<file path="src/hw/rtl/mctt_pkg.sv">
// Shared constants, command codes and control/status types of the
// multi-channel timeout timer. No dependencies.
package mctt_pkg;

  localparam int KIND_W      = 3;
  localparam int CH_W        = 3;
  localparam int PERIOD_W    = 16;
  localparam int CFG_W       = 4;
  localparam int MASK_W      = 8;
  localparam int COUNT_OUT_W = 16;

  localparam int DEFAULT_CHANNELS     = 8;
  localparam int DEFAULT_COUNTER_BITS = 16;

  localparam logic [CFG_W-1:0] ACTIVE_RESET = CFG_W'(8);

  localparam logic [KIND_W-1:0] KIND_TICK    = 3'd0;
  localparam logic [KIND_W-1:0] KIND_SET     = 3'd1;
  localparam logic [KIND_W-1:0] KIND_START   = 3'd2;
  localparam logic [KIND_W-1:0] KIND_RESTART = 3'd3;
  localparam logic [KIND_W-1:0] KIND_STOP    = 3'd4;

  typedef struct packed {
    logic exec;   // execute the accepted item
    logic emit;   // present one result, drop its hit
  } ctrl_t;

  typedef struct packed {
    logic last;   // at most one hit left to report
  } stat_t;

endpackage

</file>
<file path="src/hw/rtl/mctt_ctrl.sv">
// Controller of the timeout timer: accepts items and sequences result slots.
// Depends on mctt_pkg.
module mctt_ctrl (
  input  logic            clk,
  input  logic            rst,
  input  logic            start,
  input  mctt_pkg::stat_t stat,
  output logic            busy,
  output mctt_pkg::ctrl_t ctrl
);

  localparam logic [0:0] IDLE = 1'b0;
  localparam logic [0:0] EMIT = 1'b1;

  logic [0:0] state;
  logic [0:0] state_next;

  always_comb begin
    state_next = state;
    case (state)
      IDLE: begin
        if (start) state_next = EMIT;
      end
      EMIT: begin
        if (stat.last) state_next = IDLE;
      end
      default: state_next = IDLE;
    endcase
  end

  always_ff @(posedge clk) begin
    if (rst) begin
      state <= IDLE;
    end else begin
      state <= state_next;
    end
  end

  assign busy      = (state == EMIT);
  assign ctrl.exec = start && (state == IDLE);
  assign ctrl.emit = (state == EMIT);

endmodule

</file>
<file path="src/hw/rtl/mctt_datapath.sv">
// Datapath of the timeout timer: shared counter, per-channel compare state,
// hit vector walked one result per cycle. Depends on mctt_pkg.
module mctt_datapath #(
  parameter int CHANNELS     = mctt_pkg::DEFAULT_CHANNELS,
  parameter int COUNTER_BITS = mctt_pkg::DEFAULT_COUNTER_BITS
) (
  input  logic                             clk,
  input  logic                             rst,
  input  mctt_pkg::ctrl_t                  ctrl,
  output mctt_pkg::stat_t                  stat,
  input  logic [mctt_pkg::KIND_W-1:0]      kind,
  input  logic [mctt_pkg::CH_W-1:0]        channel,
  input  logic [mctt_pkg::PERIOD_W-1:0]    period,
  input  logic                             repeat_req,
  input  logic                             cfg_we,
  input  logic [mctt_pkg::CFG_W-1:0]       cfg_data,
  output logic                             expired_valid,
  output logic [mctt_pkg::CH_W-1:0]        expired_channel,
  output logic                             last,
  output logic [mctt_pkg::MASK_W-1:0]      running_mask,
  output logic [mctt_pkg::MASK_W-1:0]      pending_mask,
  output logic [mctt_pkg::COUNT_OUT_W-1:0] counter_value
);

  logic [mctt_pkg::CFG_W-1:0] active;
  logic [COUNTER_BITS-1:0]    counter;
  logic [COUNTER_BITS-1:0]    counter_inc;
  logic [COUNTER_BITS-1:0]    period_in;
  logic [COUNTER_BITS-1:0]    compare [CHANNELS];
  logic [COUNTER_BITS-1:0]    period_r [CHANNELS];
  logic [CHANNELS-1:0]        repeat_r;
  logic [CHANNELS-1:0]        enabled;
  logic [CHANNELS-1:0]        pending;
  logic [CHANNELS-1:0]        hit;
  logic [CHANNELS-1:0]        hits;
  logic [CHANNELS-1:0]        act;
  logic                       is_tick;

  assign counter_inc = counter + COUNTER_BITS'(1);
  assign period_in   = COUNTER_BITS'(period);
  assign is_tick     = (kind == mctt_pkg::KIND_TICK);

  always_ff @(posedge clk) begin
    if (rst) begin
      active <= mctt_pkg::ACTIVE_RESET;
    end else if (cfg_we) begin
      active <= cfg_data;
    end
  end

  always_ff @(posedge clk) begin
    if (rst) begin
      counter <= '0;
    end else if (ctrl.exec && is_tick) begin
      counter <= counter_inc;
    end
  end

  for (genvar i = 0; i < CHANNELS; i++) begin : g_ch
    logic sel;

    assign act[i]  = (active > mctt_pkg::CFG_W'(i));
    assign hits[i] = enabled[i] && act[i] && (compare[i] == counter_inc);
    assign sel     = act[i] && (channel == mctt_pkg::CH_W'(i));

    always_ff @(posedge clk) begin
      if (rst) begin
        compare[i]  <= '0;
        period_r[i] <= '0;
        repeat_r[i] <= 1'b0;
        enabled[i]  <= 1'b0;
        pending[i]  <= 1'b0;
      end else if (ctrl.exec) begin
        if (is_tick) begin
          if (hits[i]) begin
            pending[i] <= 1'b1;
            // compare equals the new counter on a hit, so the reload never
            // falls behind it
            if (repeat_r[i]) compare[i] <= compare[i] + period_r[i];
            else enabled[i] <= 1'b0;
          end
        end else if (sel) begin
          case (kind)
            mctt_pkg::KIND_SET: begin
              period_r[i] <= period_in;
              repeat_r[i] <= repeat_req;
            end
            mctt_pkg::KIND_START: begin
              compare[i] <= counter + period_r[i];
              pending[i] <= 1'b0;
              enabled[i] <= 1'b1;
            end
            mctt_pkg::KIND_RESTART: begin
              compare[i] <= counter + period_r[i];
            end
            mctt_pkg::KIND_STOP: begin
              enabled[i] <= 1'b0;
            end
            default: begin
            end
          endcase
        end
      end
    end
  end

  always_ff @(posedge clk) begin
    if (rst) begin
      hit <= '0;
    end else if (ctrl.exec) begin
      hit <= is_tick ? hits : '0;
    end else if (ctrl.emit) begin
      hit <= hit & (hit - CHANNELS'(1));
    end
  end

  always_comb begin
    expired_channel = '0;
    for (int i = CHANNELS - 1; i >= 0; i--) begin
      if (hit[i]) expired_channel = mctt_pkg::CH_W'(i);
    end
  end

  assign expired_valid = |hit;
  assign last          = ~|(hit & (hit - CHANNELS'(1)));
  assign stat.last     = last;
  assign running_mask  = mctt_pkg::MASK_W'(enabled);
  assign pending_mask  = mctt_pkg::MASK_W'(pending);
  assign counter_value = mctt_pkg::COUNT_OUT_W'(counter);

endmodule

</file>
<file path="src/hw/rtl/multi_channel_timeout_timer_core.sv">
// Top level of the multi-channel timeout timer.
// Depends on mctt_pkg, mctt_ctrl and mctt_datapath.
//
// Usage:
//   Items enter on start/kind/channel/period/repeat_req and are taken at an
//   edge with start high and busy low. Kind tick advances the shared counter
//   and compares every active channel in parallel; the other kinds set,
//   start, restart or stop one active channel; kinds 5 to 7 change no state.
//   Results leave on result_valid, one per cycle, for exactly one cycle each.
//   A tick gives one result per expiring channel in ascending channel order;
//   any other item, or a tick without expiry, gives one status result.
//   last marks the final result of an item. Masks and counter show the state
//   after the whole item.
//   The first result appears in the cycle after acceptance.
//   No new item is taken until the last result of the previous one is out;
//   the single result port walks the registered hit vector one bit a cycle.
//   busy is high while results are being emitted.
//   The receiver cannot stall; results are not held.
//   active_channels is written on cfg_valid/cfg_ready while idle.
//   Reset (rst, synchronous): counter and all channel state cleared,
//   active_channels = 8. No clearing pass.
module multi_channel_timeout_timer_core #(
  parameter int CHANNELS     = mctt_pkg::DEFAULT_CHANNELS,
  parameter int COUNTER_BITS = mctt_pkg::DEFAULT_COUNTER_BITS
) (
  input  logic                             clk,
  input  logic                             rst,
  input  logic                             start,
  output logic                             busy,
  input  logic [mctt_pkg::KIND_W-1:0]      kind,
  input  logic [mctt_pkg::CH_W-1:0]        channel,
  input  logic [mctt_pkg::PERIOD_W-1:0]    period,
  input  logic                             repeat_req,
  input  logic                             cfg_valid,
  output logic                             cfg_ready,
  input  logic [mctt_pkg::CFG_W-1:0]       cfg_data,
  output logic                             result_valid,
  output logic                             expired_valid,
  output logic [mctt_pkg::CH_W-1:0]        expired_channel,
  output logic                             last,
  output logic [mctt_pkg::MASK_W-1:0]      running_mask,
  output logic [mctt_pkg::MASK_W-1:0]      pending_mask,
  output logic [mctt_pkg::COUNT_OUT_W-1:0] counter_value
);

  mctt_pkg::ctrl_t ctrl;
  mctt_pkg::stat_t stat;

  assign cfg_ready    = ~busy;
  assign result_valid = ctrl.emit;

  mctt_ctrl u_ctrl (
    .clk   (clk),
    .rst   (rst),
    .start (start),
    .stat  (stat),
    .busy  (busy),
    .ctrl  (ctrl)
  );

  mctt_datapath #(
    .CHANNELS     (CHANNELS),
    .COUNTER_BITS (COUNTER_BITS)
  ) u_datapath (
    .clk             (clk),
    .rst             (rst),
    .ctrl            (ctrl),
    .stat            (stat),
    .kind            (kind),
    .channel         (channel),
    .period          (period),
    .repeat_req      (repeat_req),
    .cfg_we          (cfg_valid & cfg_ready),
    .cfg_data        (cfg_data),
    .expired_valid   (expired_valid),
    .expired_channel (expired_channel),
    .last            (last),
    .running_mask    (running_mask),
    .pending_mask    (pending_mask),
    .counter_value   (counter_value)
  );

endmodule

</file>
<file path="config.mk">
export PLATFORM = sky130hd
export DESIGN_NAME = multi_channel_timeout_timer_core
export DESIGN_NICKNAME = d
export VERILOG_FILES = /design/src/hw/rtl/mctt_pkg.sv /design/src/hw/rtl/mctt_ctrl.sv /design/src/hw/rtl/mctt_datapath.sv /design/src/hw/rtl/multi_channel_timeout_timer_core.sv
export SDC_FILE = /design/constraint.sdc
export NUM_CORES = 1
export LEC_CHECK = 0
export BUFFER_PORTS_ARGS = -buffer_cell sky130_fd_sc_hd__buf_2
export CAP_MARGIN = 25
export CORE_ASPECT_RATIO = 0.5
export CORE_MARGIN = 10
export CORE_UTILIZATION = 55
export CTS_BUF_LIST = sky130_fd_sc_hd__clkbuf_4
export CTS_CLUSTER_SIZE = 30
export DETAILED_ROUTE_END_ITERATION = 8
export MAX_ROUTING_LAYER = met4
export PLACE_DENSITY = 0.71
export SLEW_MARGIN = 5
export SYNTH_ARGS = -nofsm -noshare
export SYNTH_HDL_FRONTEND = slang
export SYNTH_SLANG_ARGS = --single-unit
</file>
<file path="constraint.sdc">
create_clock -name clk -period 4.78 [get_ports clk]
set_clock_uncertainty 0.1 [all_clocks]
set_input_delay 0.717 -clock clk [delete_from_list [all_inputs] [get_ports clk]]
set_output_delay 0.717 -clock clk [all_outputs]
set_load 0.03 [all_outputs]
</file>
[Word-level counts from Yosys, hierarchy flattened]
Memories as Yosys holds them, arrays and structs flattened.
Cells that the tools add are included.
Cells by class
  $add $sub $neg: 18
  equality and inequality tests: 35
  reduce and logical (&&, ||, !) cells: 66
  mux-type cells: 277
  order comparisons: 8
  bitwise gates (word level): 36
Operators by type and width (count)
  16-bit 2-to-1 mux: 32
  16-bit adder: 16
  1-bit 2-to-1 mux: 232
  16-bit == test: 8
  4-bit AND reduction: 16
  5-bit AND reduction: 8
  1-bit bitwise OR: 32
  1-bit logical AND: 26
  3-bit 2-to-1 mux: 8
  8-bit 2-to-1 mux: 3
  2-bit nonzero test: 10
  16-bit by 1-bit adder with 16-bit output, second input constant: 1
  4-bit by 3-bit > comparator with 1-bit output, second input constant: 4
  2-bit by 1-bit != test with 1-bit output, second input constant: 8
  2-bit != test, second input constant: 8
  8-bit OR reduction: 2
  3-bit == test, second input constant: 5
  3-bit by 2-bit == test with 1-bit output, second input constant: 4
  8-bit bitwise AND: 1
  4-bit by 1-bit > comparator with 1-bit output, second input constant: 2
  4-bit by 2-bit > comparator with 1-bit output, second input constant: 2
  8-bit by 1-bit subtractor with 8-bit output, second input constant: 1
  3-bit by 1-bit == test with 1-bit output, second input constant: 2
  3-bit logical NOT: 2
  other kinds (5): 7
Storage, ports and cells
  output and inout port bits: 40
  logic and storage cells: 470
  RAM bits: 256
  memories kept: 2
  register bits: 53
Memory list
  u_datapath.compare: words 8, width 16, rd ports 8, clocked after Yosys merged registers in 0, wr ports 8, RTL line mctt_datapath.sv:29  | logic [COUNTER_BITS-1:0] compare [CHANNELS];
  u_datapath.period_r: words 8, width 16, rd ports 8, clocked after Yosys merged registers in 0, wr ports 8, RTL line mctt_datapath.sv:30  | logic [COUNTER_BITS-1:0] period_r [CHANNELS];

[Depth between registers and ports, before layout]
  word-level depth: 11
  depth in mapped cells: 14
  depth with buffers taken out: 12

[Modules after synthesis]
Synthesis repeated with hierarchy kept, for this count alone.
Unflattened totals
  cells, all modules: 2727
  area, all modules: 25652.1 µm²
Modules (own cells, without submodules)
  mctt_datapath: cells each 2720, area an instance 25589.5 µm², instances 1, sequential area each 8728.4 µm²
  mctt_ctrl: cells each 5, area an instance 52.6 µm², instances 1, sequential area each 20.0 µm²
  multi_channel_timeout_timer_core: cells each 2, area an instance 10.0 µm², instances 1, sequential area each 0.0 µm²

[Worst setup path before layout]
No wires, ideal clock.
  kind: register to register
  start: register u_datapath.counter[1] (netlist: u_datapath.counter_value[1])
  end: memory u_datapath.compare[0][32] (netlist bit), enable pin
  data arrival time: 4.064 ns
  period minus slack after synthesis: 4.575 ns
  setup slack: 0.205 ns
  setup time: 0.411 ns
  stages on the path, launching flop included: 10
  path buffers: 0
  required time: 4.269 ns
  cells stage by stage: dfxtp_1 -> ha_1 -> and4_1 -> and4_4 -> xnor2_4 -> xnor2_1 -> a2111oi_0 -> nand4_1 -> or2_2 -> o21ai_0
RTL lines
  from (decl): RTL line mctt_datapath.sv:26  | logic [COUNTER_BITS-1:0] counter;
  from (signal assigned): RTL line mctt_datapath.sv:55  | counter <= counter_inc;
  to (decl): RTL line mctt_datapath.sv:29

==> flow_summary.json <==
{
  "power.share.sequential_pct": 48.3,
  "ys_top_cells_by_count": "edfxtp_1, ha_1, xor2_1",
  "finalPower_mw": 6.447,
  "fp.dieH_um": 172.3,
  "p_sw_mw": 1.891,
  "coreArea_mm2": 0.04556,
  "crit_path_end": "u_datapath.compare[1][63]$_DFFE_PP_",
  "cts_resized": 0,
  "die_w_um": 324.7,
  "power.leakage_nw": 11.49,
  "yosys.cell_types.count": 91,
  "worstPathRequired_ns": 5.37,
  "reg2reg_to": "u_datapath.compare[1][63]$_DFFE_PP_",
  "power.internal_mw": 4.556,
  "swShare_pct": 29.34,
  "syn_inst": 2675,
  "drt_iter0_drc": 2533,
  "synth_area_leaders": "edfxtp_1, ha_1, xor2_1, xnor2_1, dfxtp_1",
  "powerDensity_mw_per_mm2": 231.3,
  "area_delta_synth_final_pct": 9.201,
  "cts.sink_count": 309,
  "hold_buffers": 0,
  "ys_seq_elements": 309,
  "async_flop_share_pct": 0,
  "vias": 22366,
  "post-synth-top-area-fraction_pct": 30.12,
  "drive_gt1_share_pct": 11.96,
  "seq_area_frac_synth_pct": 34.28,
  "reg2reg_depth": 10,
  "status": "completed",
  "antenna_found_initial": 6,
  "avgSynthCellArea_um2": 9.541,
  "slew_violations": 0,
  "ctsHtreeMaxLevel": 3,
  "postLayoutCoreUtil_pct": 61.18,
  "wl_per_cell_um": 24.97,
  "setup_viol": 0,
  "grt-ovfl-total": 0,
  "hold_violations": 0,
  "synth_xor_area_share_pct": 14.06,
  "grtUsageTotal_pct": 31.35,
  "rows": 55,
  "synth-simple-area-share_pct": 18.67,
  "clk_latency_ns": 0.82,
  "cp_max_fo": 16,
  "max_slew_margin_pct": 28.02,
  "clockPowerShare_pct": 39.0,
  "dieArea_mm2": 0.05595,
  "vias_per_cell": 6.378,
  "start_util_pct": 56.03,
  "drt_first_pass_iters": 5,
  "synth-main-ff-cell": "edfxtp_1",
  "ant_nets": 0,
  "hpwl_mm": 65.53,
  "synth_compound_area_share_pct": 17.15,
  "path_clk_slew_ns": 0.07,
  "synthAdderAreaFrac_pct": 13.11,
  "critical_path_class": "flop to flop",
  "synth.most_common_cell": "edfxtp_1",
  "tritoncts": "yes",
  "portBuffers": 70,
  "numCtsBuffers": 79,
  "worstSetupStartpointType": "flop",
  "tightest_slew_ns": 1.071,
  "p_comb_share_pct": 12.8,
  "instances_no_fill": 3507,
  "synth_edf_count": 256,
  "root_buffer": "clkbuf_4",
  "synth_top_family_by_area": "simple AND/OR/NAND/NOR gates",
  "worstPathArrival_ns": 4.81,
  "grt_first_pass_wirelength_mm": 129.6,
  "syn_area_mm2": 0.02552,
  "cts_setup_buffers": 0,
  "cp-startpoint": "u_datapath.counter_value[3]$_SDFFE_PP0P_",
  "wl_mm": 87.58,
  "dp.cells": 3358,
  "grt_setup_unrepaired": "false",
  "yosysTopAreaCell": "edfxtp_1",
  "ir_worst_vdd_uv": 169.8,
  "critPathCaptureType": "flop",
  "clock_path_buffers": 3,
  "finalNetCount": 3100,
  "tns_ns": 0,
  "timing.rr.start": "u_datapath.counter_value[3]$_SDFFE_PP0P_",
  "design_area_mm2": 0.02787,
  "reg2reg_slack_ns": 0.56,
  "drv_cap": 0,
  "fill_cells": 3981,
  "min_period_ns": 4.221,
  "place_area_mm2": 0.02681,
  "grt_max_degree": 64,
  "synth.area.mux_share_pct": 0.1961,
  "fin_crit_sh_pct": 88.30,
  "grt_pass1_vias": 20941,
  "ys_warn_count": 0,
  "gp_congestion": 1.010,
  "num_io_pins": 71,
  "hp-class": "input port to flop",
  "drc": 0,
  "fmax_mhz": 236.9,
  "synth_nets": 2963
}
==> registers in the layout, indices dropped and copies added, names as in the netlist <==
signal                    cells
u_ctrl.busy                   1
u_datapath.active             4
u_datapath.compare          128
u_datapath.counter_value     16
u_datapath.hit                8
u_datapath.pending_mask       8
u_datapath.period_r         128
u_datapath.repeat_r           8
u_datapath.running_mask       8
==> metal layers <==
metal  vias up  GRT usage [%]  routed length [µm]
li1      10334              -                   -
met1     10670          41.95               37300
met2      1167          45.62               36610
met3       195          8.505               10970
met4         0          10.39                2699
met5         -              -                   0
==> how the worst min path moves through the flow <==
stage | from | to | cells after the start | slack, ns
after floorplan | u_datapath.repeat_r[3]$_SDFFE_PP0P_ | u_datapath.repeat_r[3]$_SDFFE_PP0P_ | 2 | 0.37
after global placement | u_datapath.pending_mask[7]$_SDFFE_PP0P_ | u_datapath.pending_mask[7]$_SDFFE_PP0P_ | 2 | 0.35
after detailed placement | u_datapath.pending_mask[7]$_SDFFE_PP0P_ | u_datapath.pending_mask[7]$_SDFFE_PP0P_ | 2 | 0.36
after CTS | cfg_data[3] | u_datapath.active[3]$_SDFFE_PP1P_ | 2 | 0.007
after global routing | cfg_data[3] | u_datapath.active[3]$_SDFFE_PP1P_ | 2 | 0.03
final | cfg_data[3] | u_datapath.active[3]$_SDFFE_PP1P_ | 2 | 0.05
==> power by group through the flow <==
stage                     clock network, mW  registers [mW]  logic (mW)
final                                  2.51            3.11       0.824
after global routing                   2.66            3.11       0.899
after CTS                              2.51            3.10       0.809
after detailed placement                  0            3.16       0.803
after global placement                    0            3.16       0.791
after floorplan                           0            3.11       0.584
==> stage by stage <==
stage | worst slack [ns] | hold WS [ns]
final | 0.5590 | 0.04558
after global routing | 0.4137 | 0.03196
after CTS | 0.7072 | 0.007013
after detailed placement | 0.6364 | 0.3597
after global placement | 0.7277 | 0.3531
after floorplan | 0.2053 | 0.3668
==> placed cells by master, fill, tap and decap left out, types with 29 or more instances in the layout <==
| cell type | synthesis | final |
|---|---|---|
| xor2_1 | 195 | 195 |
| clkbuf_4 | 0 | 119 |
| ha_1 | 241 | 241 |
| nor2_1 | 185 | 185 |
| and2_1 | 135 | 135 |
| buf_4 | 3 | 71 |
| inv_1 | 69 | 69 |
| a21o_1 | 49 | 49 |
| nand2_1 | 153 | 153 |
| nor3_1 | 113 | 112 |
| buf_2 | 16 | 70 |
| nand3_1 | 69 | 69 |
| nand4_1 | 29 | 29 |
| or3_1 | 36 | 36 |
| xnor2_1 | 159 | 159 |
| a21oi_1 | 166 | 166 |
| nand2b_1 | 32 | 32 |
| or2_2 | 30 | 30 |
| o21ai_0 | 120 | 115 |
| dfxtp_1 | 53 | 53 |
| edfxtp_1 | 256 | 256 |
| o22ai_1 | 93 | 93 |
==> critical path, stage by stage, from the launching register on <==
cell and delay [ns]:
dfxtp_1 0.67, buf_4 0.41, nand3_2 0.18, xor2_2 0.50, xor2_1 0.23, nor4b_1 0.32, nand4_1 0.15, nor4_1 0.34
nand3_1 0.57, a311oi_1 0.45, a22o_1 0.19
==> area by class of cell <==
cell class / count / area, µm² / area share, %
multi-input cells: 2212 / 16130 / 57.88
clock buffers: 119 / 893.4 / 3.205
diodes: 4 / 10.01 / 0.03591
inverters: 69 / 259.0 / 0.9293
flip-flops and latches: 309 / 8748 / 31.39
well taps: 627 / 784.5 / 2.815
clock inverters: 26 / 160.2 / 0.5746
repair buffers: 141 / 883.3 / 3.169
==> kinds of logic after synthesis <==
logic type,count (synthesis)
fa+ha+maj,258
buf+inv,154
simple gates,900
flops,309
mux,5
xor+xnor,377
compound gates,672
Power figures use the tool's default switching activity.
